===== src/rtl/cpot_pkg.sv =====
// ----------------------------------------------------------------------------
// cpot_pkg
// Shared types and constants of the collider pair overlap test pipeline.
// ----------------------------------------------------------------------------
package cpot_pkg;

  // field widths
  localparam int SizeW     = 16;
  localparam int ScaleW    = 10;
  localparam int ShapeW    = 2;
  localparam int OutDataW  = 8;
  localparam logic [ScaleW-1:0] ScaleReset = 10'd100;

  // positions are moved onto a 1/512 pixel grid (q.4 times 32)
  localparam int GridShift = 5;
  // internal coordinate width, covers position words of up to 32 bits
  localparam int CoordW    = 40;
  // scaled half size, radius (sum of two half sizes) and its square
  localparam int HalfW     = SizeW + ScaleW;
  localparam int RadW      = HalfW + 1;
  localparam int SqW       = 2 * RadW;

  typedef enum logic [1:0] {
    ModeRr,
    ModeCc,
    ModeCr
  } mode_e;

  typedef struct packed {
    logic                     lshape;
    logic                     rshape;
    logic signed [CoordW-1:0] lx;
    logic signed [CoordW-1:0] ly;
    logic signed [CoordW-1:0] rx;
    logic signed [CoordW-1:0] ry;
    logic [SizeW-1:0]         lwid;
    logic [SizeW-1:0]         lhgt;
    logic [SizeW-1:0]         rwid;
    logic [SizeW-1:0]         rhgt;
  } in_t;

  typedef struct packed {
    logic                     lshape;
    logic                     rshape;
    logic signed [CoordW-1:0] lx;
    logic signed [CoordW-1:0] ly;
    logic signed [CoordW-1:0] rx;
    logic signed [CoordW-1:0] ry;
    logic [HalfW-1:0]         lw;
    logic [HalfW-1:0]         lh;
    logic [HalfW-1:0]         rw;
    logic [HalfW-1:0]         rh;
  } scaled_t;

  typedef struct packed {
    mode_e                    mode;
    logic signed [CoordW-1:0] ax0;
    logic signed [CoordW-1:0] bx0;
    logic signed [CoordW-1:0] ay0;
    logic signed [CoordW-1:0] by0;
    logic [RadW-1:0]          r;
    logic [RadW-1:0]          sy;
  } geom_t;

  typedef struct packed {
    mode_e             mode;
    logic [CoordW-1:0] ax;
    logic [CoordW-1:0] ay;
    logic [RadW-1:0]   r;
    logic [RadW-1:0]   sy;
  } dist_t;

  typedef struct packed {
    mode_e          mode;
    logic           far;
    logic           rr_hit;
    logic [SqW-1:0] sqx;
    logic [SqW-1:0] sqy;
    logic [SqW-1:0] rsq;
  } square_t;

  function automatic logic signed [CoordW-1:0] ext_half(input logic [HalfW-1:0] h);
    return $signed({{(CoordW-HalfW){1'b0}}, h});
  endfunction

endpackage


===== src/rtl/cpot_dist.sv =====
// ----------------------------------------------------------------------------
// cpot_dist
// Third stage: per-axis distance magnitudes.
// ----------------------------------------------------------------------------
module cpot_dist (
  input  logic            clk_i,
  input  logic            rst_ni,
  input  logic            valid_i,
  output logic            ready_o,
  input  cpot_pkg::geom_t data_i,
  output logic            valid_o,
  input  logic            ready_i,
  output cpot_pkg::dist_t data_o
);
  import cpot_pkg::*;

  logic  valid_q;
  dist_t data_d, data_q;
  logic signed [CoordW-1:0] dx, dy;

  assign ready_o = !valid_q || ready_i;

  // operands stay well inside the coordinate width, so no wrap here
  assign dx = data_i.ax0 - data_i.bx0;
  assign dy = data_i.ay0 - data_i.by0;

  always_comb begin
    data_d.mode = data_i.mode;
    data_d.ax   = dx[CoordW-1] ? $unsigned(-dx) : $unsigned(dx);
    data_d.ay   = dy[CoordW-1] ? $unsigned(-dy) : $unsigned(dy);
    data_d.r    = data_i.r;
    data_d.sy   = data_i.sy;
  end

  always_ff @(posedge clk_i or negedge rst_ni) begin
    if (!rst_ni) begin
      valid_q <= 1'b0;
    end else if (ready_o) begin
      valid_q <= valid_i;
    end
  end

  always_ff @(posedge clk_i) begin
    if (valid_i && ready_o) begin
      data_q <= data_d;
    end
  end

  assign valid_o = valid_q;
  assign data_o  = data_q;

endmodule


===== config.mk =====
export PLATFORM = sky130hd
export DESIGN_NAME = cpot_dist
export DESIGN_NICKNAME = d
export VERILOG_FILES = /design/src/rtl/cpot_pkg.sv /design/src/rtl/cpot_dist.sv
export SDC_FILE = /design/constraint.sdc
export NUM_CORES = 1
export LEC_CHECK = 0
export ABC_AREA = 1
export BUFFER_PORTS_ARGS = -buffer_cell sky130_fd_sc_hd__buf_4
export CAP_MARGIN = 20
export CELL_PAD_IN_SITES_DETAIL_PLACEMENT = 0
export CELL_PAD_IN_SITES_GLOBAL_PLACEMENT = 1
export CORE_MARGIN = 10
export CORE_UTILIZATION = 40
export DETAILED_ROUTE_END_ITERATION = 8
export MAX_ROUTING_LAYER = met4
export PLACE_DENSITY = 0.9
export SYNTH_ARGS = -nofsm -noshare
export SYNTH_HDL_FRONTEND = slang
export SYNTH_SLANG_ARGS = --single-unit
export TNS_END_PERCENT = 50

===== constraint.sdc =====
create_clock -name clk_i -period 11.1 [get_ports clk_i]
set_input_delay 1.11 -clock clk_i [delete_from_list [all_inputs] [get_ports clk_i]]
set_output_delay 1.11 -clock clk_i [all_outputs]
set_load 0.1 [all_outputs]

# ---- Yosys cells after proc, flatten, opt, wreduce, memory -nomap -nowiden
# Index checks and enable logic that the tools add are counted.
dict set report word_totals {
  mem_bits_ro 0
  n_memories 0
  latch_bits 0
  ramBits 0
  elab_cells 17
  in_bits 220
  ff_bits 137
}
dict set report classes {
  n_eq_ne 0
  n_mul 0
  order_cmp 0
  shift 0
  addsub 4
  muxes 2
  n_reduce_logical 3
  bitwise_logic 0
  div 0
}
# op n
set ops {}
lappend ops {{40-bit negator} 2}
lappend ops {{40-bit subtractor} 2}
lappend ops {{39-bit 2-to-1 mux} 2}
lappend ops {{1-bit logical AND} 1}
lappend ops {{1-bit logical NOT} 1}
lappend ops {{1-bit logical OR} 1}

# ---- Depth between registers and ports, before layout
dict set report logic_depth {
  ltp_word 3
  mapped_depth 23
}

# ---- Worst setup path after synthesis
# OpenSTA, ideal clock, no wires.
dict set report synth_path {
  path_kind {input to register}
  start {input port valid_i}
  end {register data_q, in the netlist data_o[0] (enable)}
  setup_time_ns 0.675
  cell_stages 2
  t_arrival_ns 7.697
  required_time_ns 10.425
  setup_slack_ns 2.728
  cell_sequence {inv_1 a21oi_1}
}
dict set report synth_between {
  elab_chain_cells 1
}
# element line
set synth_rtl {}
lappend synth_rtl {{from (decl)} cpot_dist.sv:8} ;# input logic valid_i,
lappend synth_rtl {{1-bit logical AND} cpot_dist.sv:44} ;# if (valid_i && ready_o) begin
lappend synth_rtl {{to (signal assigned)} cpot_dist.sv:45} ;# data_q <= data_d;
lappend synth_rtl {{to (decl)} cpot_dist.sv:18} ;# dist_t data_d, data_q;
# Every way passes these cells.
# A chain may end at the register's enable or synchronous reset.

==> results.cfg <==
[die]
dieArea_um2 = 42200
die_x_um = 206
num_io_pins = 358
fp-row-count = 67
initial_core_util = 0.407
die_y_um = 206
design.core.area_um2 = 33800

[grt]
overflow = 0
antenna_found_initial = 0
grt_pass1_wl_um = 75100
grt_pass1_vias = 14300
grt_max_degree = 80
grtUsageTotal = 0.231

[drt]
viasPerCell = 4.76
antenna_left = 0
dr.pass1.iters = 6
drcViolationCount = 0
vias = 14400
wl_met3_um = 1880
highest_layer = met4
wirelength_met1_um = 19400
wl_um = 49000
wl_per_cell_um = 16.2
wl_met2_um = 26800
drtIter0Drc = 857

[placement]
port_buffers = 357
hpwlAfterDp_um = 42900
routabilityCongestion = 0.941

[clocking]
cts_tree = yes
cts.sink_count = 137
path_clk_slew_ps = 60
ctsResizeCount = 0
cts_root_buffer = clkbuf_16
holdBufCountCts = 0
clkLatencyLatePin_ps = 420
numCtsBuffers = 17
clk_path_buf_depth = 2
cts_setup_buffers = 0
cts_htree_levels = 4

[timing]
fin_tns_setup_ps = 0
slew_violations = 0
fmax_ghz = 0.257
relSlewSlack = 0.308
finalCriticalPeriod_ps = 3880
rsz0062_at_grt = no
period_share = 0.350
finalHoldViolCount = 0
worstMarginPinSlew_ps = 1040
clock_skew_ps = 18.6
setup_viol = 0

[finish]
fin_util = 0.520
drive_gt1_frac = 0.194
area_delta_synth_final_pct = 27.5
n_antenna_cell = 0
multi_input_area_um2 = 7780
nNetsFinal = 2872
seqCellArea_um2 = 4110
fillers = 3469

[yosys]
yosys_warnings = 0
synthTopCellsByArea = edfxtp_1 30%, nand2_1 22%, inv_1 13%, ha_1 7.3%, nor2_1 5.9%
synthesis.area_um2 = 13800
synthDominantCellAreaShare = 0.297
avgSynthCellArea_um2 = 6.26
yosysMostFrequentCell = nand2_1
syn-num-nets = 2502
async_reset_ff_frac = 0.00730
ys.flop_type = edfxtp_1
yosysSeqAreaShare = 0.298
synth_seq_cells = 137
synth_cells = 2200
yosys.area.top_type = edfxtp_1
yosys.cell_types.count = 42
synth_edf_count = 136
synthTopCellsByCount = 823 x nand2_1, 462 x inv_1, 217 x nor2_1

[power]
max-vdd-ir-drop_mv = 0.116
total_leakage_power_nw = 9.89
p_per_area_nw_per_um2 = 141

[critical_path]
worst-endpoint-required_ps = 11280
critPathCaptureType = flip-flop
r2r_slack_ps = 8590
start_kind = primary input
worstPathArrival_ps = 4060
worstPathMaxFanout = 31
crit_start = data_i[139]
reg2reg_depth = 3
crit_type = primary input to flip-flop
reg2reg_to = data_o[19]$_DFFE_PP_
r2r-start = valid_o$_DFFE_PN0N_
crit_end = data_o[127]$_DFFE_PP_

[outcome]
status = finished clean

[worst_hold_path]
min-delay-path-class = primary input to async pin

[job]
maxCapViolCount = 0
[metrics by stage]
step / total power [mW] / hold slack, ps / worst slack, ps / cell area, um2 / cells
global route: 2.61 / 434 / 6980 / 17600 / 3031
detailed placement: 1.92 / 589 / 6840 / 17000 / 2999
global placement: 1.91 / 566 / 6910 / 17000 / 2999
finish: 2.47 / 449 / 7220 / 17600 / 3031
floorplan: 1.60 / 814 / 2730 / 13800 / 2200
CTS: 2.49 / 435 / 7240 / 17600 / 3031
[per-layer routing]
metal,vias to the layer above,GRT usage
li1,7500,-
met4,0,0.0559
met1,6529,0.240
met3,46,0.0256
met5,-,-
met2,338,0.450
[critical path, cell delays in order]
cell and delay, ps:
buf_4 80, inv_1 30, ha_1 380, nand2_2 170, inv_2 60, a21oi_2 200, nand2_2 110, nand2_1 80
nand2_1 70, nand2_1 120, nand2_1 100, a21o_1 170, nand2_1 60, nand2_2 230, inv_2 520, o21ai_0 300
nand4_1 170, nand2_1 60
[worst min path at each step]
stage	slack [ps]	to
final	450	valid_o$_DFFE_PN0N_
after floorplan	810	valid_o$_DFFE_PN0N_
after detailed placement	590	valid_o$_DFFE_PN0N_
after global routing	430	valid_o$_DFFE_PN0N_
after global placement	570	valid_o$_DFFE_PN0N_
after CTS	430	valid_o$_DFFE_PN0N_
[logic make-up (layout without fill, tap and decap cells)]
| kind of cell | Yosys count | in the layout | share of synthesized area |
|---|---|---|---|
| simple gates | 1326 | 1326 | 0.408 |
| buf+inv | 492 | 875 | 0.137 |
| flops | 137 | 137 | 0.298 |
| compound gates | 101 | 101 | 0.0404 |
| fa+ha+maj | 82 | 82 | 0.0756 |
| xor+xnor | 62 | 62 | 0.0405 |
[cell type report]
type                       instances  share of cell area
sequential                       137               0.234
clock buffer                      18              0.0244
inverter                         484               0.104
clock inverter                    14             0.00905
multi-input combinational       1571               0.443
timing repair buffer             359               0.154
tap                              448              0.0319
[where the power goes]
group	switching, mW	internal, mW	total (mW)
logic	0.913	0.318	1.23
registers	0.0214	0.656	0.678
clock network	0.239	0.320	0.559
total	1.17	1.29	2.47
[cells in the final DEF, fill, tap and decap left out, drive strengths merged]
cell	synthesis	routed
a21o	3	3
a21oi	64	64
a31oi	2	2
and2	1	1
buf	8	359
bufinv	0	1
clkbuf	0	18
clkinv	1	3
clkinvlp	0	2
dfrtp	1	1
edfxtp	136	136
fa	2	2
ha	80	80
inv	483	492
nand2	867	867
nand2b	1	1
nand3	158	158
nand3b	3	3
nand4	41	41
nor2	236	236
nor3	17	17
nor4	1	1
o21a	2	2
o21ai	26	26
o21bai	4	4
or2	1	1
xnor2	14	14
xor2	48	48
[registers in the layout (all words and copies together), names as in the netlist]
register,cells
data_o,136
valid_o,1
Power figures use the tool's default switching activity.
