<file path="src/rtl/cpot_pkg.sv">
// ----------------------------------------------------------------------------
// cpot_pkg
// Shared types and constants of the collider pair overlap test pipeline.
// ----------------------------------------------------------------------------
package cpot_pkg;

  // field widths
  localparam int SizeW     = 16;
  localparam int ScaleW    = 10;
  localparam int ShapeW    = 2;
  localparam int OutDataW  = 8;
  localparam logic [ScaleW-1:0] ScaleReset = 10'd100;

  // positions are moved onto a 1/512 pixel grid (q.4 times 32)
  localparam int GridShift = 5;
  // internal coordinate width, covers position words of up to 32 bits
  localparam int CoordW    = 40;
  // scaled half size, radius (sum of two half sizes) and its square
  localparam int HalfW     = SizeW + ScaleW;
  localparam int RadW      = HalfW + 1;
  localparam int SqW       = 2 * RadW;

  typedef enum logic [1:0] {
    ModeRr,
    ModeCc,
    ModeCr
  } mode_e;

  typedef struct packed {
    logic                     lshape;
    logic                     rshape;
    logic signed [CoordW-1:0] lx;
    logic signed [CoordW-1:0] ly;
    logic signed [CoordW-1:0] rx;
    logic signed [CoordW-1:0] ry;
    logic [SizeW-1:0]         lwid;
    logic [SizeW-1:0]         lhgt;
    logic [SizeW-1:0]         rwid;
    logic [SizeW-1:0]         rhgt;
  } in_t;

  typedef struct packed {
    logic                     lshape;
    logic                     rshape;
    logic signed [CoordW-1:0] lx;
    logic signed [CoordW-1:0] ly;
    logic signed [CoordW-1:0] rx;
    logic signed [CoordW-1:0] ry;
    logic [HalfW-1:0]         lw;
    logic [HalfW-1:0]         lh;
    logic [HalfW-1:0]         rw;
    logic [HalfW-1:0]         rh;
  } scaled_t;

  typedef struct packed {
    mode_e                    mode;
    logic signed [CoordW-1:0] ax0;
    logic signed [CoordW-1:0] bx0;
    logic signed [CoordW-1:0] ay0;
    logic signed [CoordW-1:0] by0;
    logic [RadW-1:0]          r;
    logic [RadW-1:0]          sy;
  } geom_t;

  typedef struct packed {
    mode_e             mode;
    logic [CoordW-1:0] ax;
    logic [CoordW-1:0] ay;
    logic [RadW-1:0]   r;
    logic [RadW-1:0]   sy;
  } dist_t;

  typedef struct packed {
    mode_e          mode;
    logic           far;
    logic           rr_hit;
    logic [SqW-1:0] sqx;
    logic [SqW-1:0] sqy;
    logic [SqW-1:0] rsq;
  } square_t;

  function automatic logic signed [CoordW-1:0] ext_half(input logic [HalfW-1:0] h);
    return $signed({{(CoordW-HalfW){1'b0}}, h});
  endfunction

endpackage

</file>
<file path="src/rtl/cpot_decide.sv">
// ----------------------------------------------------------------------------
// cpot_decide
// Last two stages: squares and bounds, then the final compare into the
// output register.
// ----------------------------------------------------------------------------
module cpot_decide (
  input  logic            clk_i,
  input  logic            rst_ni,
  input  logic            valid_i,
  output logic            ready_o,
  input  cpot_pkg::dist_t data_i,
  output logic            valid_o,
  input  logic            ready_i,
  output logic            hit_o
);
  import cpot_pkg::*;

  logic    sq_valid_q, sq_ready;
  square_t sq_d, sq_q;
  logic    out_valid_q;
  logic    hit_d, hit_q;

  logic [CoordW-1:0] r_ext, sy_ext;
  logic [RadW-1:0]   mx, my;
  logic [SqW:0]      dist_sq;

  assign ready_o  = !sq_valid_q || sq_ready;
  assign sq_ready = !out_valid_q || ready_i;

  assign r_ext  = {{(CoordW-RadW){1'b0}}, data_i.r};
  assign sy_ext = {{(CoordW-RadW){1'b0}}, data_i.sy};
  // only the low bits matter once the far check has passed
  assign mx = data_i.ax[RadW-1:0];
  assign my = data_i.ay[RadW-1:0];

  always_comb begin
    sq_d.mode   = data_i.mode;
    sq_d.far    = (data_i.ax > r_ext) || (data_i.ay > r_ext);
    sq_d.rr_hit = (data_i.ax < r_ext) && (data_i.ay < sy_ext);
    sq_d.sqx    = {{(SqW-RadW){1'b0}}, mx} * {{(SqW-RadW){1'b0}}, mx};
    sq_d.sqy    = {{(SqW-RadW){1'b0}}, my} * {{(SqW-RadW){1'b0}}, my};
    sq_d.rsq    = {{(SqW-RadW){1'b0}}, data_i.r} * {{(SqW-RadW){1'b0}}, data_i.r};
  end

  assign dist_sq = {1'b0, sq_q.sqx} + {1'b0, sq_q.sqy};

  always_comb begin
    case (sq_q.mode)
      ModeRr:  hit_d = sq_q.rr_hit;
      default: hit_d = !sq_q.far && (dist_sq <= {1'b0, sq_q.rsq});
    endcase
  end

  always_ff @(posedge clk_i or negedge rst_ni) begin
    if (!rst_ni) begin
      sq_valid_q  <= 1'b0;
      out_valid_q <= 1'b0;
    end else begin
      if (ready_o) begin
        sq_valid_q <= valid_i;
      end
      if (sq_ready) begin
        out_valid_q <= sq_valid_q;
      end
    end
  end

  always_ff @(posedge clk_i) begin
    if (valid_i && ready_o) begin
      sq_q <= sq_d;
    end
    if (sq_valid_q && sq_ready) begin
      hit_q <= hit_d;
    end
  end

  assign valid_o = out_valid_q;
  assign hit_o   = hit_q;

  a_word_reaches_output: assert property (@(posedge clk_i) disable iff (!rst_ni)
    sq_valid_q && sq_ready |=> out_valid_q)
    else $error("squared stage word did not reach the output register");

  a_rect_pass_through: assert property (@(posedge clk_i) disable iff (!rst_ni)
    sq_valid_q && sq_ready && sq_q.mode == ModeRr |=> hit_q == $past(sq_q.rr_hit))
    else $error("rectangle pair result differs from the bound check");

  a_far_circle_misses: assert property (@(posedge clk_i) disable iff (!rst_ni)
    sq_valid_q && sq_ready && sq_q.mode != ModeRr && sq_q.far |=> !hit_q)
    else $error("circle test reported overlap beyond the radius");

endmodule
</file>
<file path="config.mk">
export PLATFORM = sky130hd
export DESIGN_NAME = cpot_decide
export DESIGN_NICKNAME = d
export VERILOG_FILES = /design/src/rtl/cpot_pkg.sv /design/src/rtl/cpot_decide.sv
export SDC_FILE = /design/constraint.sdc
export NUM_CORES = 2
export LEC_CHECK = 0
export ABC_CLOCK_PERIOD_IN_PS = 6200
export BUFFER_PORTS_ARGS = -buffer_cell sky130_fd_sc_hd__buf_2
export CORE_ASPECT_RATIO = 2
export CORE_MARGIN = 2
export CORE_UTILIZATION = 67
export CTS_CLUSTER_DIAMETER = 30
export DETAILED_ROUTE_END_ITERATION = 10
export PLACE_DENSITY = 0.84
export SYNTH_ARGS = -nofsm -noshare
export SYNTH_HDL_FRONTEND = slang
export SYNTH_SLANG_ARGS = --single-unit
</file>
<file path="constraint.sdc">
create_clock -name clk_i -period 6.2 [get_ports clk_i]
set_clock_uncertainty 0.15 [all_clocks]
set_input_delay 0.93 -clock clk_i [delete_from_list [all_inputs] [get_ports clk_i]]
set_output_delay 0.93 -clock clk_i [all_outputs]
set_load 0.05 [all_outputs]
</file>
==> reports/results.ini, run 1 <==
[placed_design]
finalWeightedCongestion = 1.067
port_buffers = 142
hpwlAfterDp_microns = 203800
post-place-ws_ns = -1.888

[run_status]
haltStage = global routing (5_1_grt)
run_status = stopped before the end
error_line = [ERROR GRT-0232] Routing congestion too high. Check the congestion heatmap in the GUI.

[cts]
clockRootBuffer = clkbuf_16
cts_buffers = 17
hold_buffers = 0
clkSinkCount = 166
cts_htree_levels = 4
clock_path_buffers = 2

[floorplanning]
num_rows = 169
die_x_microns = 235.2
start_util_pct = 67.61
ioPinCount = 143
die_h_microns = 466.4

[yosys]
synth_ff_type = edfxtp_1
async_reset_ff_share_pct = 1.205
synth.avg_cell_area_sq_um = 9.318
yosys_warnings = 0
syn_nets = 10277
synth_cells = 7687
netlist_area_sq_um = 71620
synth_edf_count = 164
yosys_register_bits = 166
ys_types = 86
ys_seq_area_share_pct = 6.946

[global_route]
grt.total_usage_pct = 75.79
overflow = 251
grt_max_degree = 111

[sta]
worstEpCategory = register data pin
crit_endpoint = sq_q[160]$_DFFE_PP_/D

## cells in the mapped netlist, types with 19 or more instances
cell type,instances,share of area (%)
a211oi_1,27,0.28
a21o_1,157,1.6
a21oi_1,230,1.6
a31oi_1,21,0.18
and2_1,266,2.3
and3_1,22,0.19
clkbuf_1,195,1.0
edfxtp_1,164,6.9
fa_1,1656,46
ha_1,794,14
inv_1,2302,12
nand2_1,670,3.5
nand2b_1,35,0.31
nand3_1,48,0.34
nand4_1,54,0.47
nor2_1,368,1.9
nor2b_1,37,0.32
nor3_1,27,0.19
o211ai_1,19,0.20
o21a_1,19,0.20
o21ai_0,106,0.74
o21bai_1,36,0.38
xnor2_1,149,1.8
xor2_1,78,0.95
## cells by family after synthesis
| group | synth area share (%) |
|---|---|
| buffers and inverters | 13.26 |
| adder cells (fa/ha/maj) | 60.16 |
| AND/OR/NAND/NOR | 10.03 |
| AO/OA/AOI/OAI | 6.741 |
| XOR/XNOR | 2.776 |
| flip-flops | 6.946 |
| multiplexers | 0.08909 |
## routing by layer
metal  global-route usage [%]  overflow
met5                    32.76         0
met4                    82.76        97
met3                    60.42         4
met2                    94.38       145
met1                    70.41         5
## repair_timing
item,in CTS
pin swaps,356
hold endpoints to repair,0
gates cloned,3
endpoints found under the setup margin,117
buffers inserted,133
resized for setup,630
## stage by stage
step | std cells | util [%] | setup TNS, ns | hold WS [ns] | instance area [sq um]
floorplan | 7687 | - | -63.99 | 0.2990 | 73860
global placement | 10289 | 80.20 | -142.94 | 0.3185 | 84960
detailed placement | 10289 | 80.20 | -156.76 | 0.3474 | 84960
CTS | 10429 | 84.04 | -71.23 | 0.05995 | 89030
==> inputs of run 2 (changes only) <==
--- a/config.mk
+++ b/config.mk
@@ -7,12 +7,10 @@
 export LEC_CHECK = 0
 export ABC_CLOCK_PERIOD_IN_PS = 6200
 export BUFFER_PORTS_ARGS = -buffer_cell sky130_fd_sc_hd__buf_2
-export CORE_ASPECT_RATIO = 2
 export CORE_MARGIN = 2
-export CORE_UTILIZATION = 67
-export CTS_CLUSTER_DIAMETER = 30
+export CORE_UTILIZATION = 40
 export DETAILED_ROUTE_END_ITERATION = 10
-export PLACE_DENSITY = 0.84
+export PLACE_DENSITY_LB_ADDON = 0.15
 export SYNTH_ARGS = -nofsm -noshare
 export SYNTH_HDL_FRONTEND = slang
 export SYNTH_SLANG_ARGS = --single-unit
==> reports/results.ini, run 2 <==
[run_status]
run_status = finished with violations
violations = setup timing

[route]
avgRoutedWirePerCell_microns = 19.20
ant_nets = 0
drt-initial-drc-count = 2625
vias = 55083
routed_wl_microns = 219400
vias_per_cell = 4.819
firstDrtPassIters = 6
drc = 0

[placed_design]
finalWeightedCongestion = 0.9539
hpwlAfterDp_microns = 195200
dp.cells = 11292
post-place-ws_ns = -1.970
port_buffers = 142

[yosys]
synth_top_area_cell = fa_1
yosysTopAreaCellShare_pct = 46.29
yosys-top-cells-count = inv_1 (2302), fa_1 (1656), ha_1 (794)
synth_edf_count = 164
synth_cells = 7687
ys_seq_area_share_pct = 6.946
yosysMostFrequentCell = inv_1
synth.area.top_cells = fa_1 (46%), ha_1 (14%), inv_1 (12%), edfxtp_1 (6.9%), nand2_1 (3.5%)
synth.avg_cell_area_sq_um = 9.318
async_reset_ff_share_pct = 1.205
ys_types = 86
netlist_area_sq_um = 71620
syn_nets = 10277
yosys_warnings = 0
synth_ff_type = edfxtp_1
yosys_register_bits = 166

[setup_path]
critPathKind = primary input to flop
worstPathArrival_ns = 7.49
cp_max_fo = 4
crit_path_end_kind = flop
critPathLaunchType = primary input
r2r-start = sq_q[57]
rrSetupSlack_ns = 0.15
ff2ff_path_depth = 20
crit_start = data_i[36]
endpoint = sq_q[53]
r2r_end = hit_o
required_ns = 6.28

[cts]
hold_buffers = 0
clock_path_buffers = 2
cts_buffers = 17
cts_tree = built
path_clk_slew_ns = 0.08
clockRootBuffer = clkbuf_16
clock_latency_ns = 0.47
clkSinkCount = 166
cts_htree_levels = 4

[sta]
worst_pin_slew_ns = 1.236
fin_tns_setup_ns = -68.33
relSlewSlack_pct = 17.32
hold_violations = 0
finalCritPeriodShare_pct = 119.5
hold_ws_ns = 0.07376
setup_viol = 105
period_minus_slack_ns = 7.407
max_freq_mhz = 135.0
final.setup.worst_slack_ns = -1.207
rsz0062_at_grt = yes
finalMaxSlewViolations = 0

[floorplanning]
die_h_microns = 427.2
dieArea_sq_um = 182500
ioPinCount = 143
num_rows = 155
start_util_pct = 40.19
die_x_microns = 427.2
core-area_sq_um = 178200

[cells_and_area]
fin_nets = 11653
largest-register = sq_q
finalNonFillerCells = 11430
seq_area_sq_um = 4975
layout_commonest_cell = inv_1
multi_input_area_sq_um = 60450
areaGrowthSynthToFinish_pct = 27.32
layout_common_cells = inv_1 (2204), fa_1 (1580), buf_4 (1242)
drive_gt1_share_pct = 25.27
diodes = 0
largest_reg_flops = 163
fillers = 16539

[global_route]
grt_max_degree = 164
grt_pass1_vias = 61530
antenna_found_initial = 7
grt_pass1_wl_microns = 347400
grt.total_usage_pct = 24.98
overflow = 0

[run]
cap_viol_max_count = 0

[min_path]
hp-class = primary input to async pin

run 2: cell counts after synthesis:
No cell type changed its count.
run 2: metrics by stage:
| step | util, % | cell area (sq um) |
|---|---|---|
| final | 51.16 | 91190 |
| after global routing | 51.16 | 91190 |
| after CTS | 50.63 | 90230 |
| after detailed placement | 48.54 | 86520 |
| after global placement | 48.54 | 86520 |
| after floorplan | - | 73860 |
run 2: worst max-delay path: stages:
cell and delay, ns:
buf_4 0.13, buf_12 0.13, buf_4 0.13, nand2_2 0.06, inv_1 0.05, fa_1 0.48
inv_1 0.05, fa_1 0.49, inv_1 0.05, fa_1 0.52, fa_1 0.60, fa_2 0.45
fa_1 0.57, inv_1 0.07, fa_1 0.53, inv_2 0.05, ha_4 0.27, o21a_1 0.16
nand4_1 0.19, a21oi_4 0.18, o211ai_1 0.10, buf_4 0.17, o41ai_4 0.33, buf_4 0.20
a211oi_4 0.08, o31ai_2 0.26, a21oi_2 0.09, xnor2_1 0.12
run 2: cell type report:
class | instances | area share, %
clock buffers | 17 | 0.4665
well taps | 2355 | 3.231
repair buffers | 1567 | 14.62
flip-flops and latches | 166 | 5.455
multi-input cells | 4991 | 66.29
inverters | 2320 | 9.732
clock inverters | 14 | 0.2044
run 2: timing repair:
item                                    4_1_cts  5_1_grt
buffers inserted                             95       34
endpoints found under the hold margin         0        0
endpoints found under the setup margin      116      118
gates resized for setup                     596      203
pin swaps                                   289      172
cloned                                        2        0
run 2: cells by family (layout without fill, tap and decap cells):
group           Yosys count  after routing  synth area share, %
buf+inv                2530           3918                13.26
xor+xnor                227            227                2.776
mux                       6              6              0.08909
simple gates           1573           1573                10.03
compound gates          735            735                6.741
fa+ha+maj              2450           2450                60.16
flops                   166            166                6.946
run 2: worst min path at each step:
| stage | slack (ns) | to | startpoint |
|---|---|---|---|
| global placement | 0.33 | valid_o | sq_valid_q |
| finish | 0.07 | valid_o | rst_ni |
| detailed placement | 0.33 | valid_o | sq_valid_q |
| global route | 0.06 | valid_o | rst_ni |
| CTS | 0.04 | valid_o | rst_ni |
| floorplan | 0.30 | valid_o | sq_valid_q |
run 2: layer usage:
layer | GRT usage [%] | share of wire [%] | vias up
li1 | - | - | 25638
met1 | 32.66 | 42 | 28196
met2 | 43.92 | 50 | 997
met3 | 1.955 | 3.7 | 252
met4 | 7.917 | 3.8 | 0
met5 | 0 | 0 | -
Power of run 2 is left out: the tool's default activity adds up to more than one toggle a clock period on the data nets, which glitch-free logic cannot reach.
