`src/rtl/cpot_pkg.sv`:
```
// ----------------------------------------------------------------------------
// cpot_pkg
// Shared types and constants of the collider pair overlap test pipeline.
// ----------------------------------------------------------------------------
package cpot_pkg;

  // field widths
  localparam int SizeW     = 16;
  localparam int ScaleW    = 10;
  localparam int ShapeW    = 2;
  localparam int OutDataW  = 8;
  localparam logic [ScaleW-1:0] ScaleReset = 10'd100;

  // positions are moved onto a 1/512 pixel grid (q.4 times 32)
  localparam int GridShift = 5;
  // internal coordinate width, covers position words of up to 32 bits
  localparam int CoordW    = 40;
  // scaled half size, radius (sum of two half sizes) and its square
  localparam int HalfW     = SizeW + ScaleW;
  localparam int RadW      = HalfW + 1;
  localparam int SqW       = 2 * RadW;

  typedef enum logic [1:0] {
    ModeRr,
    ModeCc,
    ModeCr
  } mode_e;

  typedef struct packed {
    logic                     lshape;
    logic                     rshape;
    logic signed [CoordW-1:0] lx;
    logic signed [CoordW-1:0] ly;
    logic signed [CoordW-1:0] rx;
    logic signed [CoordW-1:0] ry;
    logic [SizeW-1:0]         lwid;
    logic [SizeW-1:0]         lhgt;
    logic [SizeW-1:0]         rwid;
    logic [SizeW-1:0]         rhgt;
  } in_t;

  typedef struct packed {
    logic                     lshape;
    logic                     rshape;
    logic signed [CoordW-1:0] lx;
    logic signed [CoordW-1:0] ly;
    logic signed [CoordW-1:0] rx;
    logic signed [CoordW-1:0] ry;
    logic [HalfW-1:0]         lw;
    logic [HalfW-1:0]         lh;
    logic [HalfW-1:0]         rw;
    logic [HalfW-1:0]         rh;
  } scaled_t;

  typedef struct packed {
    mode_e                    mode;
    logic signed [CoordW-1:0] ax0;
    logic signed [CoordW-1:0] bx0;
    logic signed [CoordW-1:0] ay0;
    logic signed [CoordW-1:0] by0;
    logic [RadW-1:0]          r;
    logic [RadW-1:0]          sy;
  } geom_t;

  typedef struct packed {
    mode_e             mode;
    logic [CoordW-1:0] ax;
    logic [CoordW-1:0] ay;
    logic [RadW-1:0]   r;
    logic [RadW-1:0]   sy;
  } dist_t;

  typedef struct packed {
    mode_e          mode;
    logic           far;
    logic           rr_hit;
    logic [SqW-1:0] sqx;
    logic [SqW-1:0] sqy;
    logic [SqW-1:0] rsq;
  } square_t;

  function automatic logic signed [CoordW-1:0] ext_half(input logic [HalfW-1:0] h);
    return $signed({{(CoordW-HalfW){1'b0}}, h});
  endfunction

endpackage

```
`src/rtl/cpot_geom.sv`:
```
// ----------------------------------------------------------------------------
// cpot_geom
// Second stage: picks the test and lines up the two points to subtract,
// clamping the circle centre into the box for the mixed case.
// ----------------------------------------------------------------------------
module cpot_geom (
  input  logic              clk_i,
  input  logic              rst_ni,
  input  logic              valid_i,
  output logic              ready_o,
  input  cpot_pkg::scaled_t data_i,
  output logic              valid_o,
  input  logic              ready_i,
  output cpot_pkg::geom_t   data_o
);
  import cpot_pkg::*;

  logic  valid_q;
  geom_t data_d, data_q;

  logic signed [CoordW-1:0] lw_s, lh_s, rw_s, rh_s;
  logic signed [CoordW-1:0] cx, cy, bx, by, bw_s, bh_s;
  logic signed [CoordW-1:0] hix, lox, hiy, loy, px, py;
  logic [HalfW-1:0]         cr;

  assign ready_o = !valid_q || ready_i;

  assign lw_s = ext_half(data_i.lw);
  assign lh_s = ext_half(data_i.lh);
  assign rw_s = ext_half(data_i.rw);
  assign rh_s = ext_half(data_i.rh);

  // mixed case: the circle may be on either side
  assign cx   = data_i.lshape ? data_i.lx : data_i.rx;
  assign cy   = data_i.lshape ? data_i.ly : data_i.ry;
  assign cr   = data_i.lshape ? data_i.lw : data_i.rw;
  assign bx   = data_i.lshape ? data_i.rx : data_i.lx;
  assign by   = data_i.lshape ? data_i.ry : data_i.ly;
  assign bw_s = data_i.lshape ? rw_s : lw_s;
  assign bh_s = data_i.lshape ? rh_s : lh_s;

  assign hix = bx + bw_s;
  assign lox = bx - bw_s;
  assign hiy = by + bh_s;
  assign loy = by - bh_s;
  assign px  = (cx > hix) ? hix : ((cx < lox) ? lox : cx);
  assign py  = (cy > hiy) ? hiy : ((cy < loy) ? loy : cy);

  always_comb begin
    data_d.sy = {1'b0, data_i.lh} + {1'b0, data_i.rh};
    data_d.r  = {1'b0, data_i.lw} + {1'b0, data_i.rw};
    if (!data_i.lshape && !data_i.rshape) begin
      data_d.mode = ModeRr;
      data_d.ax0  = data_i.lx;
      data_d.bx0  = data_i.rx;
      data_d.ay0  = data_i.ly;
      data_d.by0  = data_i.ry;
    end else if (data_i.lshape && data_i.rshape) begin
      // circle centres sit at position plus half size
      data_d.mode = ModeCc;
      data_d.ax0  = data_i.lx + lw_s;
      data_d.bx0  = data_i.rx + rw_s;
      data_d.ay0  = data_i.ly + lh_s;
      data_d.by0  = data_i.ry + rh_s;
    end else begin
      data_d.mode = ModeCr;
      data_d.ax0  = cx;
      data_d.bx0  = px;
      data_d.ay0  = cy;
      data_d.by0  = py;
      data_d.r    = {1'b0, cr};
    end
  end

  always_ff @(posedge clk_i or negedge rst_ni) begin
    if (!rst_ni) begin
      valid_q <= 1'b0;
    end else if (ready_o) begin
      valid_q <= valid_i;
    end
  end

  always_ff @(posedge clk_i) begin
    if (valid_i && ready_o) begin
      data_q <= data_d;
    end
  end

  assign valid_o = valid_q;
  assign data_o  = data_q;

endmodule

```
`config.mk`:
```
export PLATFORM = sky130hd
export DESIGN_NAME = cpot_geom
export DESIGN_NICKNAME = d
export VERILOG_FILES = /design/src/rtl/cpot_pkg.sv /design/src/rtl/cpot_geom.sv
export SDC_FILE = /design/constraint.sdc
export NUM_CORES = 1
export LEC_CHECK = 0
export BUFFER_PORTS_ARGS = -buffer_cell sky130_fd_sc_hd__buf_4
export CAP_MARGIN = 15
export CORE_MARGIN = 2
export CORE_UTILIZATION = 48
export DETAILED_ROUTE_END_ITERATION = 8
export PLACE_DENSITY = 0.69
export RECOVER_POWER = 25
export SYNTH_ARGS = -nofsm -noshare
export SYNTH_HDL_FRONTEND = slang
export SYNTH_SLANG_ARGS = --single-unit
export TNS_END_PERCENT = 10
```
`constraint.sdc`:
```
create_clock -name clk_i -period 11.4 [get_ports clk_i]
set_clock_uncertainty 0.15 [all_clocks]
set_input_delay 2.28 -clock clk_i [delete_from_list [all_inputs] [get_ports clk_i]]
set_output_delay 2.28 -clock clk_i [all_outputs]
set_load 0.05 [all_outputs]
```
# Word level (Yosys, flattened, before mapping)

Cells that the tools add are included.

Add/subtract/negate cells: 10
Reduce and logical (&&, ||, !) cells: 7
Multiplexer cells: 15
$lt $le $gt $ge: 4

Operator list:

| cell                                           | count |
|---|---|
| 40-bit two-way mux                             | 8 |
| 40-bit by 27-bit adder with 40-bit output      | 6 |
| 162-bit two-way mux                            | 1 |
| 160-bit two-way mux                            | 1 |
| 40-bit greater-than comparator                 | 2 |
| 40-bit < comparator                            | 2 |
| 40-bit by 27-bit subtractor with 40-bit output | 2 |
| 26-bit two-way mux                             | 3 |
| 26-bit by 26-bit adder with 27-bit output      | 2 |
| 27-bit two-way mux                             | 2 |
| 1-bit logical AND                              | 3 |
| 1-bit logical NOT                              | 3 |
| 1-bit logical OR                               | 1 |

Bits of input ports: 270
Bits in registers: 217
Output and inout port bits: 218

# Longest topological paths before layout

Gate-level depths: netlist of the first run.

Depth in word-level cells: 7
Depth in mapped cells: 38
Mapped depth without buffers: 27

# Worst setup path after synthesis of the first run

Ideal clock, no wire load.

Path type: input port to flip-flop
Start point: input port data_i[265] (netlist bit)
End point: register data_q (netlist bit data_o[76]) (data pin)
Arrival: 9.696 ns
Slack: 1.280 ns
Library setup time: 0.274 ns
Stages: 34
Required time: 10.976 ns
Cell sequence: buf_2 buf_2 buf_4 buf_4 buf_2 buf_4 buf_2 buf_2 buf_2 buf_2 mux2_2 ha_1 buf_6 or4_4 or3_4 or3_1 o21ai_2 a311oi_2 or3_4 nor2_2 xor2_2 ha_1 nand4_1 or2_1 or3_1 nor3_1 a21oi_1 o211a_1 inv_1 clkbuf_1 o221ai_1 a22o_1 a211oi_1 a31oi_1

RTL lines:

| element                | RTL line        | RTL |
|---|---|---|
| start: declaration     | cpot_geom.sv:11 | `input cpot_pkg::scaled_t data_i,` |
| end signal: assignment | cpot_geom.sv:85 | `data_q <= data_d;` |
| end: declaration       | cpot_geom.sv:19 | `geom_t data_d, data_q;` |

==> results of run 1 <==
## cell type report
cell class,count,area [µm²]
Fill cell,6559,29800
Multi-Input combinational cell,3461,24600
Sequential cell,217,6510
Timing Repair Buffer,529,3510
Tap cell,873,1090
Inverter,216,812
Clock buffer,34,787
Clock inverter,19,174
Antenna cell,2,5.00
## cell families after synthesis
kind of cell	count (synthesis)	share of synthesized area (%)
xor gates and xnor gates	296	8.01
and+or+nand+nor	1161	17.1
AOI/OAI and AO/OA	1385	27.3
buffers and inverters	395	4.80
adders and majority gates	428	16.6
DFF	217	19.9
muxes	191	6.23
## state kept, by name, indices dropped and copies added, names as in the netlist
register and flops:
data_o 216, valid_o 1
## worst paths after layout
check	to	slack [ps]
min in group asynchronous	valid_o$_DFFE_PN0N_	1310
setup / recovery	data_o[54]$_DFFE_PP_	1360
hold / removal	valid_o$_DFFE_PN0N_	390
hold reg to reg	valid_o$_DFFE_PN0N_	390
setup reg to reg	data_o[210]$_DFFE_PP_	7960
max in group asynchronous	valid_o$_DFFE_PN0N_	9700
## cells in the mapped netlist, types with 23 or more instances
| master | n |
|---|---|
| buf_2 | 50 |
| nand2b_1 | 57 |
| nor2_1 | 349 |
| nor2b_1 | 76 |
| inv_1 | 208 |
| mux2_2 | 88 |
| a221oi_1 | 28 |
| a21o_1 | 178 |
| o21a_1 | 37 |
| and3_1 | 45 |
| nand3_1 | 102 |
| o31ai_1 | 28 |
| ha_1 | 418 |
| nand2_1 | 268 |
| or3_1 | 31 |
| xor2_1 | 84 |
| mux2i_1 | 102 |
| o21bai_1 | 44 |
| a31oi_1 | 48 |
| a21oi_1 | 455 |
| o21ai_0 | 225 |
| nand4_1 | 50 |
| a211oi_1 | 78 |
| edfxtp_1 | 216 |
| nor4_1 | 23 |
| o211ai_1 | 31 |
| clkbuf_1 | 114 |
| o22ai_1 | 29 |
| nor3_1 | 82 |
| xnor2_1 | 209 |
## worst min-delay path: stages (launching register included)
cell and delay, ps:
dfrtp_1 340, nand2b_1 90, nand2b_1 80
## stage by stage
step           power [µW]  instances  instance area (µm²)  worst slack (ps)  hold slack (ps)
2_1_floorplan        2890       4073                32700              1280             1030
3_3_place_gp         3680       5296                37000              1150              374
3_5_place_dp         3690       5296                37000               951              394
4_1_cts              4670       5349                38000              1580              407
5_1_grt              4940       5349                37500               901              427
6_report             4690       5351                37500              1360              387
## where the power goes
part           switching [µW]  internal, µW
combinational            1740           946
sequential               33.3           996
clock                     411           556
total                    2190          2500
## layer usage
layer  routed length (µm)  track usage [%]  up-vias
met5                    7                0        -
met4                 3310             9.09        2
met3                11800             5.12      201
met2                55300             54.0     1616
met1                55100             48.7    15977
li1                     -                -    15970
==> summary.txt, run 1 <==
CELLS AND AREA
--------------------------------------------------------------------------------------
Leading cell type in the layout, fill and taps excluded                        a21oi_1
Synth-to-layout area growth                                                      14.9%
Most frequent cells in the layout                                         455 x a21oi_1, 418 x ha_1, 395 x buf_4
Number of nets in the finished design                                            5,153
Util after Layout                                                                55.8%
Share of layout cells above drive strength 1                                     13.3%

GLOBAL ROUTING
--------------------------------------------------------------------------------------
Vias in the first global route                                                  31,565
Maximum number of pins on one net before global-route repair                       124
Initial antenna violation count                                                      1
Overflow after GRT                                                                   0
Global-route wire length before repair                                      189,000 µm
Overall global routing resource usage                                            34.2%

ROUTE
--------------------------------------------------------------------------------------
First-iteration detailed-routing DRC count                                       3,963
Number of optimization iterations in the first detailed-route pass                   6
Remaining routing DRC violations                                                     0
Number of nets with antenna violations after detailed routing                        0
WL/cell                                                                        23.5 µm
Via count normalized by instance count                                            6.31
Routed WL                                                                   126,000 µm
DR vias                                                                         33,766

FLOORPLANNING
--------------------------------------------------------------------------------------
Vertical die dimension                                                          265 µm
Floorplan row count                                                                 95
Initial cell density of the core                                                 48.5%
Die ar.                                                                     70,100 µm²
Count of pins on the block boundary                                                488
Core Region                                                                 67,300 µm²
X dimension of the die                                                          265 µm

HOLD PATH
--------------------------------------------------------------------------------------
Start point of the worst min-delay path                                   valid_o$_DFFE_PN0N_
Path type of the worst min-delay path                                       reg -> reg
Number of instances on the worst hold path                                           2

CLOCK TREE
--------------------------------------------------------------------------------------
Post-CTS repair timing setup buffer count                                            0
Clock sinks                                                                        217
Clock buffer count from CTS                                                         30
Clock Tree Buf Depth                                                                 3
H-Tree Level Count                                                                   1
CTS hold repair buffers                                                              0
Clock slew at the register clock pins of the worst setup and hold paths          60 ps
TritonCTS clock tree                                                             built
Clock Latency Late Sink                                                         600 ps
Root buffer cell                                                             clkbuf_16
Resized Gates After CTS                                                              0

PLACED DESIGN
--------------------------------------------------------------------------------------
IO buf count                                                                       487
DP HPWL                                                                      99,300 µm
Final GP Congestion                                                              0.978

CRITICAL PATH
--------------------------------------------------------------------------------------
Largest driver fanout on the critical path                                          61
Crit. End Element                                                                 flop
Crit path DAT                                                                10,210 ps
Top delay family on crit path                                             simple AND/OR/NAND/NOR gates
Critical path depth in cells                                                        25
Cell type of the slowest stage on the worst timing path                         nor2_1
Origin of the worst setup path                                             data_i[265]
Critical path start-end classification                                       in -> reg
Number of cells on the worst reg-to-reg path                                         3
WP buf/inv                                                                           3
RR Startpoint                                                             valid_o$_DFFE_PN0N_
Crit-path max cell delay                                                        930 ps
Endpoint required time on the critical path                                  11,560 ps
Type of origin of the critical path                                          input pin

PWR
--------------------------------------------------------------------------------------
Reported leakage power                                                       0.0164 µW
P per Cell Area                                                             125 nW/µm²
Peak supply drop                                                              0.106 mV

RUN STATUS
--------------------------------------------------------------------------------------
Status                                                                    finished, violations left
Violated checks                                                           max-capacitance violations, max-slew violations

TIMING
--------------------------------------------------------------------------------------
Final worst path period share                                                    88.1%
Final worst path period need                                                 10,040 ps
Number of setup violations in the final report                                       0
Max-slew violation count                                                            31
Setup repair after global routing missed its margin                                 no
Total negative slack for setup checks                                             0 ps
Hold Violations, Final                                                               0
Upper clock frequency limit                                                   99.6 MHz
Slew Limit Headroom                                                             -22.8%
Slew at the pin closest to its max-slew limit                                  1840 ps

LOGIC SYNTHESIS
--------------------------------------------------------------------------------------
Dominant cell type by area after synthesis                                    edfxtp_1
Syn nets                                                                         4,771
Seq/Total Area, Yosys                                                            19.9%
Fraction of synthesis flops using an asynchronous set or reset pin              0.461%
Yosys reg bits                                                                     217
Count of unique library cells instantiated by Yosys                                 96
Area of the mapped netlist                                                  32,700 µm²
Mean instance size in the synthesized netlist                                 8.02 µm²
Fraction of synthesized cell area taken by the top area cell type                19.9%
Number of flops mapped to enable cells by yosys                                    216
Most frequently used flop master after synthesis                              edfxtp_1
Syn. warnings                                                                        0
Number of standard cells after synthesis                                         4,073
Cell types occupying the most area after synthesis                        edfxtp_1 20%, ha_1 16%, a21oi_1 7.0%

RUN
--------------------------------------------------------------------------------------
Maximum capacitance violations                                                       1

(Power assumes the default switching activity.)
==> inputs of run 2 (changes only) <==
--- a/config.mk
+++ b/config.mk
@@ -7,8 +7,8 @@
 export LEC_CHECK = 0
 export BUFFER_PORTS_ARGS = -buffer_cell sky130_fd_sc_hd__buf_4
 export CAP_MARGIN = 15
-export CORE_MARGIN = 2
 export CORE_UTILIZATION = 48
+export CTS_CLUSTER_SIZE = 14
 export DETAILED_ROUTE_END_ITERATION = 8
 export PLACE_DENSITY = 0.69
 export RECOVER_POWER = 25
==> run 2 against run 1 <==
Effect of this change: the flow still finishes with violations (max-capacitance violations, max-slew violations); global-route usage grew 0.72 points; largest power group unchanged; clock power shrank 7.5%; final area is 1.1% higher; flip-flop and latch count unchanged; setup slack better by 26 ps; clock-buffer cell count shrank 5; routed wire length grew 0.68%; fmax is 0.26% higher; combinational power rose by 1%; sequential power about the same.
==> summary.txt, run 2 (synthesis gave the netlist of run 1 again) <==
RUN STATUS
--------------------------------------------------------------------------------------
Status                                                                    finished, violations left
Violated checks                                                           max-capacitance violations, max-slew violations

TIMING
--------------------------------------------------------------------------------------
Slew at the pin closest to its max-slew limit                                  7780 ps
Final worst path period share                                                    87.9%
Final worst path period need                                                 10,020 ps
Max-slew violation count                                                           151
Setup repair after global routing missed its margin                                 no
Total negative slack for setup checks                                             0 ps
Slew Limit Headroom                                                              -419%
Final setup slack of the worst path                                            1380 ps
Number of setup violations in the final report                                       0
Hold Violations, Final                                                               0
Upper clock frequency limit                                                   99.8 MHz

HOLD PATH
--------------------------------------------------------------------------------------
Start point of the worst min-delay path                                   valid_o$_DFFE_PN0N_
Path type of the worst min-delay path                                       reg -> reg
Number of instances on the worst hold path                                           2
WHS Endpoint                                                              valid_o$_DFFE_PN0N_

CLOCK TREE
--------------------------------------------------------------------------------------
Clock buffer count from CTS                                                         27
Post-CTS repair timing setup buffer count                                            0
Resized Gates After CTS                                                              0
Root buffer cell                                                             clkbuf_16
Clock Latency Late Sink                                                         590 ps
Clock slew at the register clock pins of the worst setup and hold paths          60 ps
H-Tree Level Count                                                                   1
Clock Tree Buf Depth                                                                 3
Clock sinks                                                                        217
TritonCTS clock tree                                                             built
CTS hold repair buffers                                                              0

PLACED DESIGN
--------------------------------------------------------------------------------------
IO buf count                                                                       487
Setup slack after placement                                                    1020 ps
DP HPWL                                                                      99,300 µm
Final GP Congestion                                                               1.01

ROUTE
--------------------------------------------------------------------------------------
Via count normalized by instance count                                            6.30
Number of optimization iterations in the first detailed-route pass                   6
DR vias                                                                         33,737
Remaining routing DRC violations                                                     0
Routed WL                                                                   126,000 µm
WL/cell                                                                        23.6 µm
Number of nets with antenna violations after detailed routing                        0
First-iteration detailed-routing DRC count                                       4,200

CRITICAL PATH
--------------------------------------------------------------------------------------
Largest driver fanout on the critical path                                          77
Endpoint required time on the critical path                                  11,590 ps
Endpoint of the most critical register-to-register path                   data_o[83]$_DFFE_PP_
Worst R2R Setup Slack                                                          3390 ps
RR Startpoint                                                             valid_o$_DFFE_PN0N_
Number of cells on the worst reg-to-reg path                                         4
Crit path DAT                                                                10,200 ps
Critical path start-end classification                                       in -> reg
Type of origin of the critical path                                          input pin
Crit. End Element                                                                 flop

GLOBAL ROUTING
--------------------------------------------------------------------------------------
Initial antenna violation count                                                      5
Overflow after GRT                                                                   0
Overall global routing resource usage                                            34.9%
Maximum number of pins on one net before global-route repair                       151
Global-route wire length before repair                                      190,000 µm
Vias in the first global route                                                  30,993

PWR
--------------------------------------------------------------------------------------
P per Cell Area                                                             123 nW/µm²
Power, Total                                                                   4660 µW
Peak supply drop                                                              0.122 mV
Reported leakage power                                                       0.0168 µW

FLOORPLANNING
--------------------------------------------------------------------------------------
Count of pins on the block boundary                                                488
Core Region                                                                 67,300 µm²
Die ar.                                                                     69,100 µm²
X dimension of the die                                                          263 µm
Floorplan row count                                                                 95
Initial cell density of the core                                                 48.5%
Vertical die dimension                                                          263 µm

CELLS AND AREA
--------------------------------------------------------------------------------------
Largest register FFs                                                               216
Leading cell type in the layout, fill and taps excluded                          buf_4
Combined area of the multi-input logic cells                                24,600 µm²
FF/Latch Area                                                                 6510 µm²
Number of nets in the finished design                                            5,157
Number of antenna repair diodes                                                      0
Util after Layout                                                                56.4%
Share of layout cells above drive strength 1                                     16.1%
Synth-to-layout area growth                                                      16.1%
Most frequent cells in the layout                                         524 x buf_4, 455 x a21oi_1, 418 x ha_1
Total of fill cells in the finished design                                       6,422

RUN
--------------------------------------------------------------------------------------
Maximum capacitance violations                                                       1

[run 2: changes by cell type in the layout (fill, tap and decap cells not counted), moves of 2 or more]
cell,delta
clkinvlp_4,+4
clkinv_1,-2
clkbuf_1,-124
clkbuf_16,-4
clkinv_2,-2
buf_4,+129
diode_2,-2
clkinv_4,+2
[run 2: power breakdown]
part	total, µW	switching [µW]	internal (µW)
Sequential	1040	32.8	1000
Clock	894	415	479
Combinational	2730	1740	986
Total	4660	2190	2470
[run 2: area by class of cell]
class / count / area share, %
tap: 873 / 2.88
clock inverter: 20 / 0.459
sequential: 217 / 17.2
clock buffer: 29 / 1.80
timing repair buffer: 536 / 10.6
inverter: 216 / 2.14
multi-input combinational: 3461 / 64.9
[run 2: worst max-delay path, stage by stage]
cell and delay (ps):
buf_8 380, buf_4 590, nand2_1 100, a21boi_0 260
ha_1 410, nor2b_1 70, o311a_1 300, o41ai_1 550
a21oi_1 210, o31a_1 300, o211ai_1 470, nand2b_1 200
a32oi_1 300, xnor2_1 160, ha_1 350, a21o_1 180
a21o_1 180, a21oi_1 120, o21ai_0 170, a211oi_1 250
a21boi_0 390, mux2i_2 870, nor2_1 190, mux2_2 320
mux4_2 440
[run 2: layer usage]
layer  track usage, %  vias up  part of all wire, %
met5                0        -                0.023
met4             8.60        4                  2.6
met3             4.24      209                  8.8
met2             57.1     1658                   45
met1             48.7    15872                   43
li1                 -    15994                    -
[run 2: per-stage QoR]
step | cells | area [µm²] | hold WS (ps)
floorplan | 4073 | 32700 | 1030
global placement | 5303 | 37100 | 380
detailed placement | 5303 | 37100 | 413
CTS | 5352 | 37900 | 430
global route | 5352 | 37900 | 451
finish | 5352 | 37900 | 415
[run 2: how the worst max path moves through the flow]
stage / start / endpoint / slack [ps] / cells past startpoint
floorplan: data_i[265] / data_o[76]$_DFFE_PP_ / 1280 / 34
finish: data_i[265] / data_o[134]$_DFFE_PP_ / 1380 / 25
CTS: data_i[265] / data_o[134]$_DFFE_PP_ / 1590 / 25
global route: data_i[265] / data_o[89]$_DFFE_PP_ / 1010 / 26
detailed placement: data_i[265] / data_o[134]$_DFFE_PP_ / 1020 / 24
global placement: data_i[265] / data_o[134]$_DFFE_PP_ / 1150 / 26
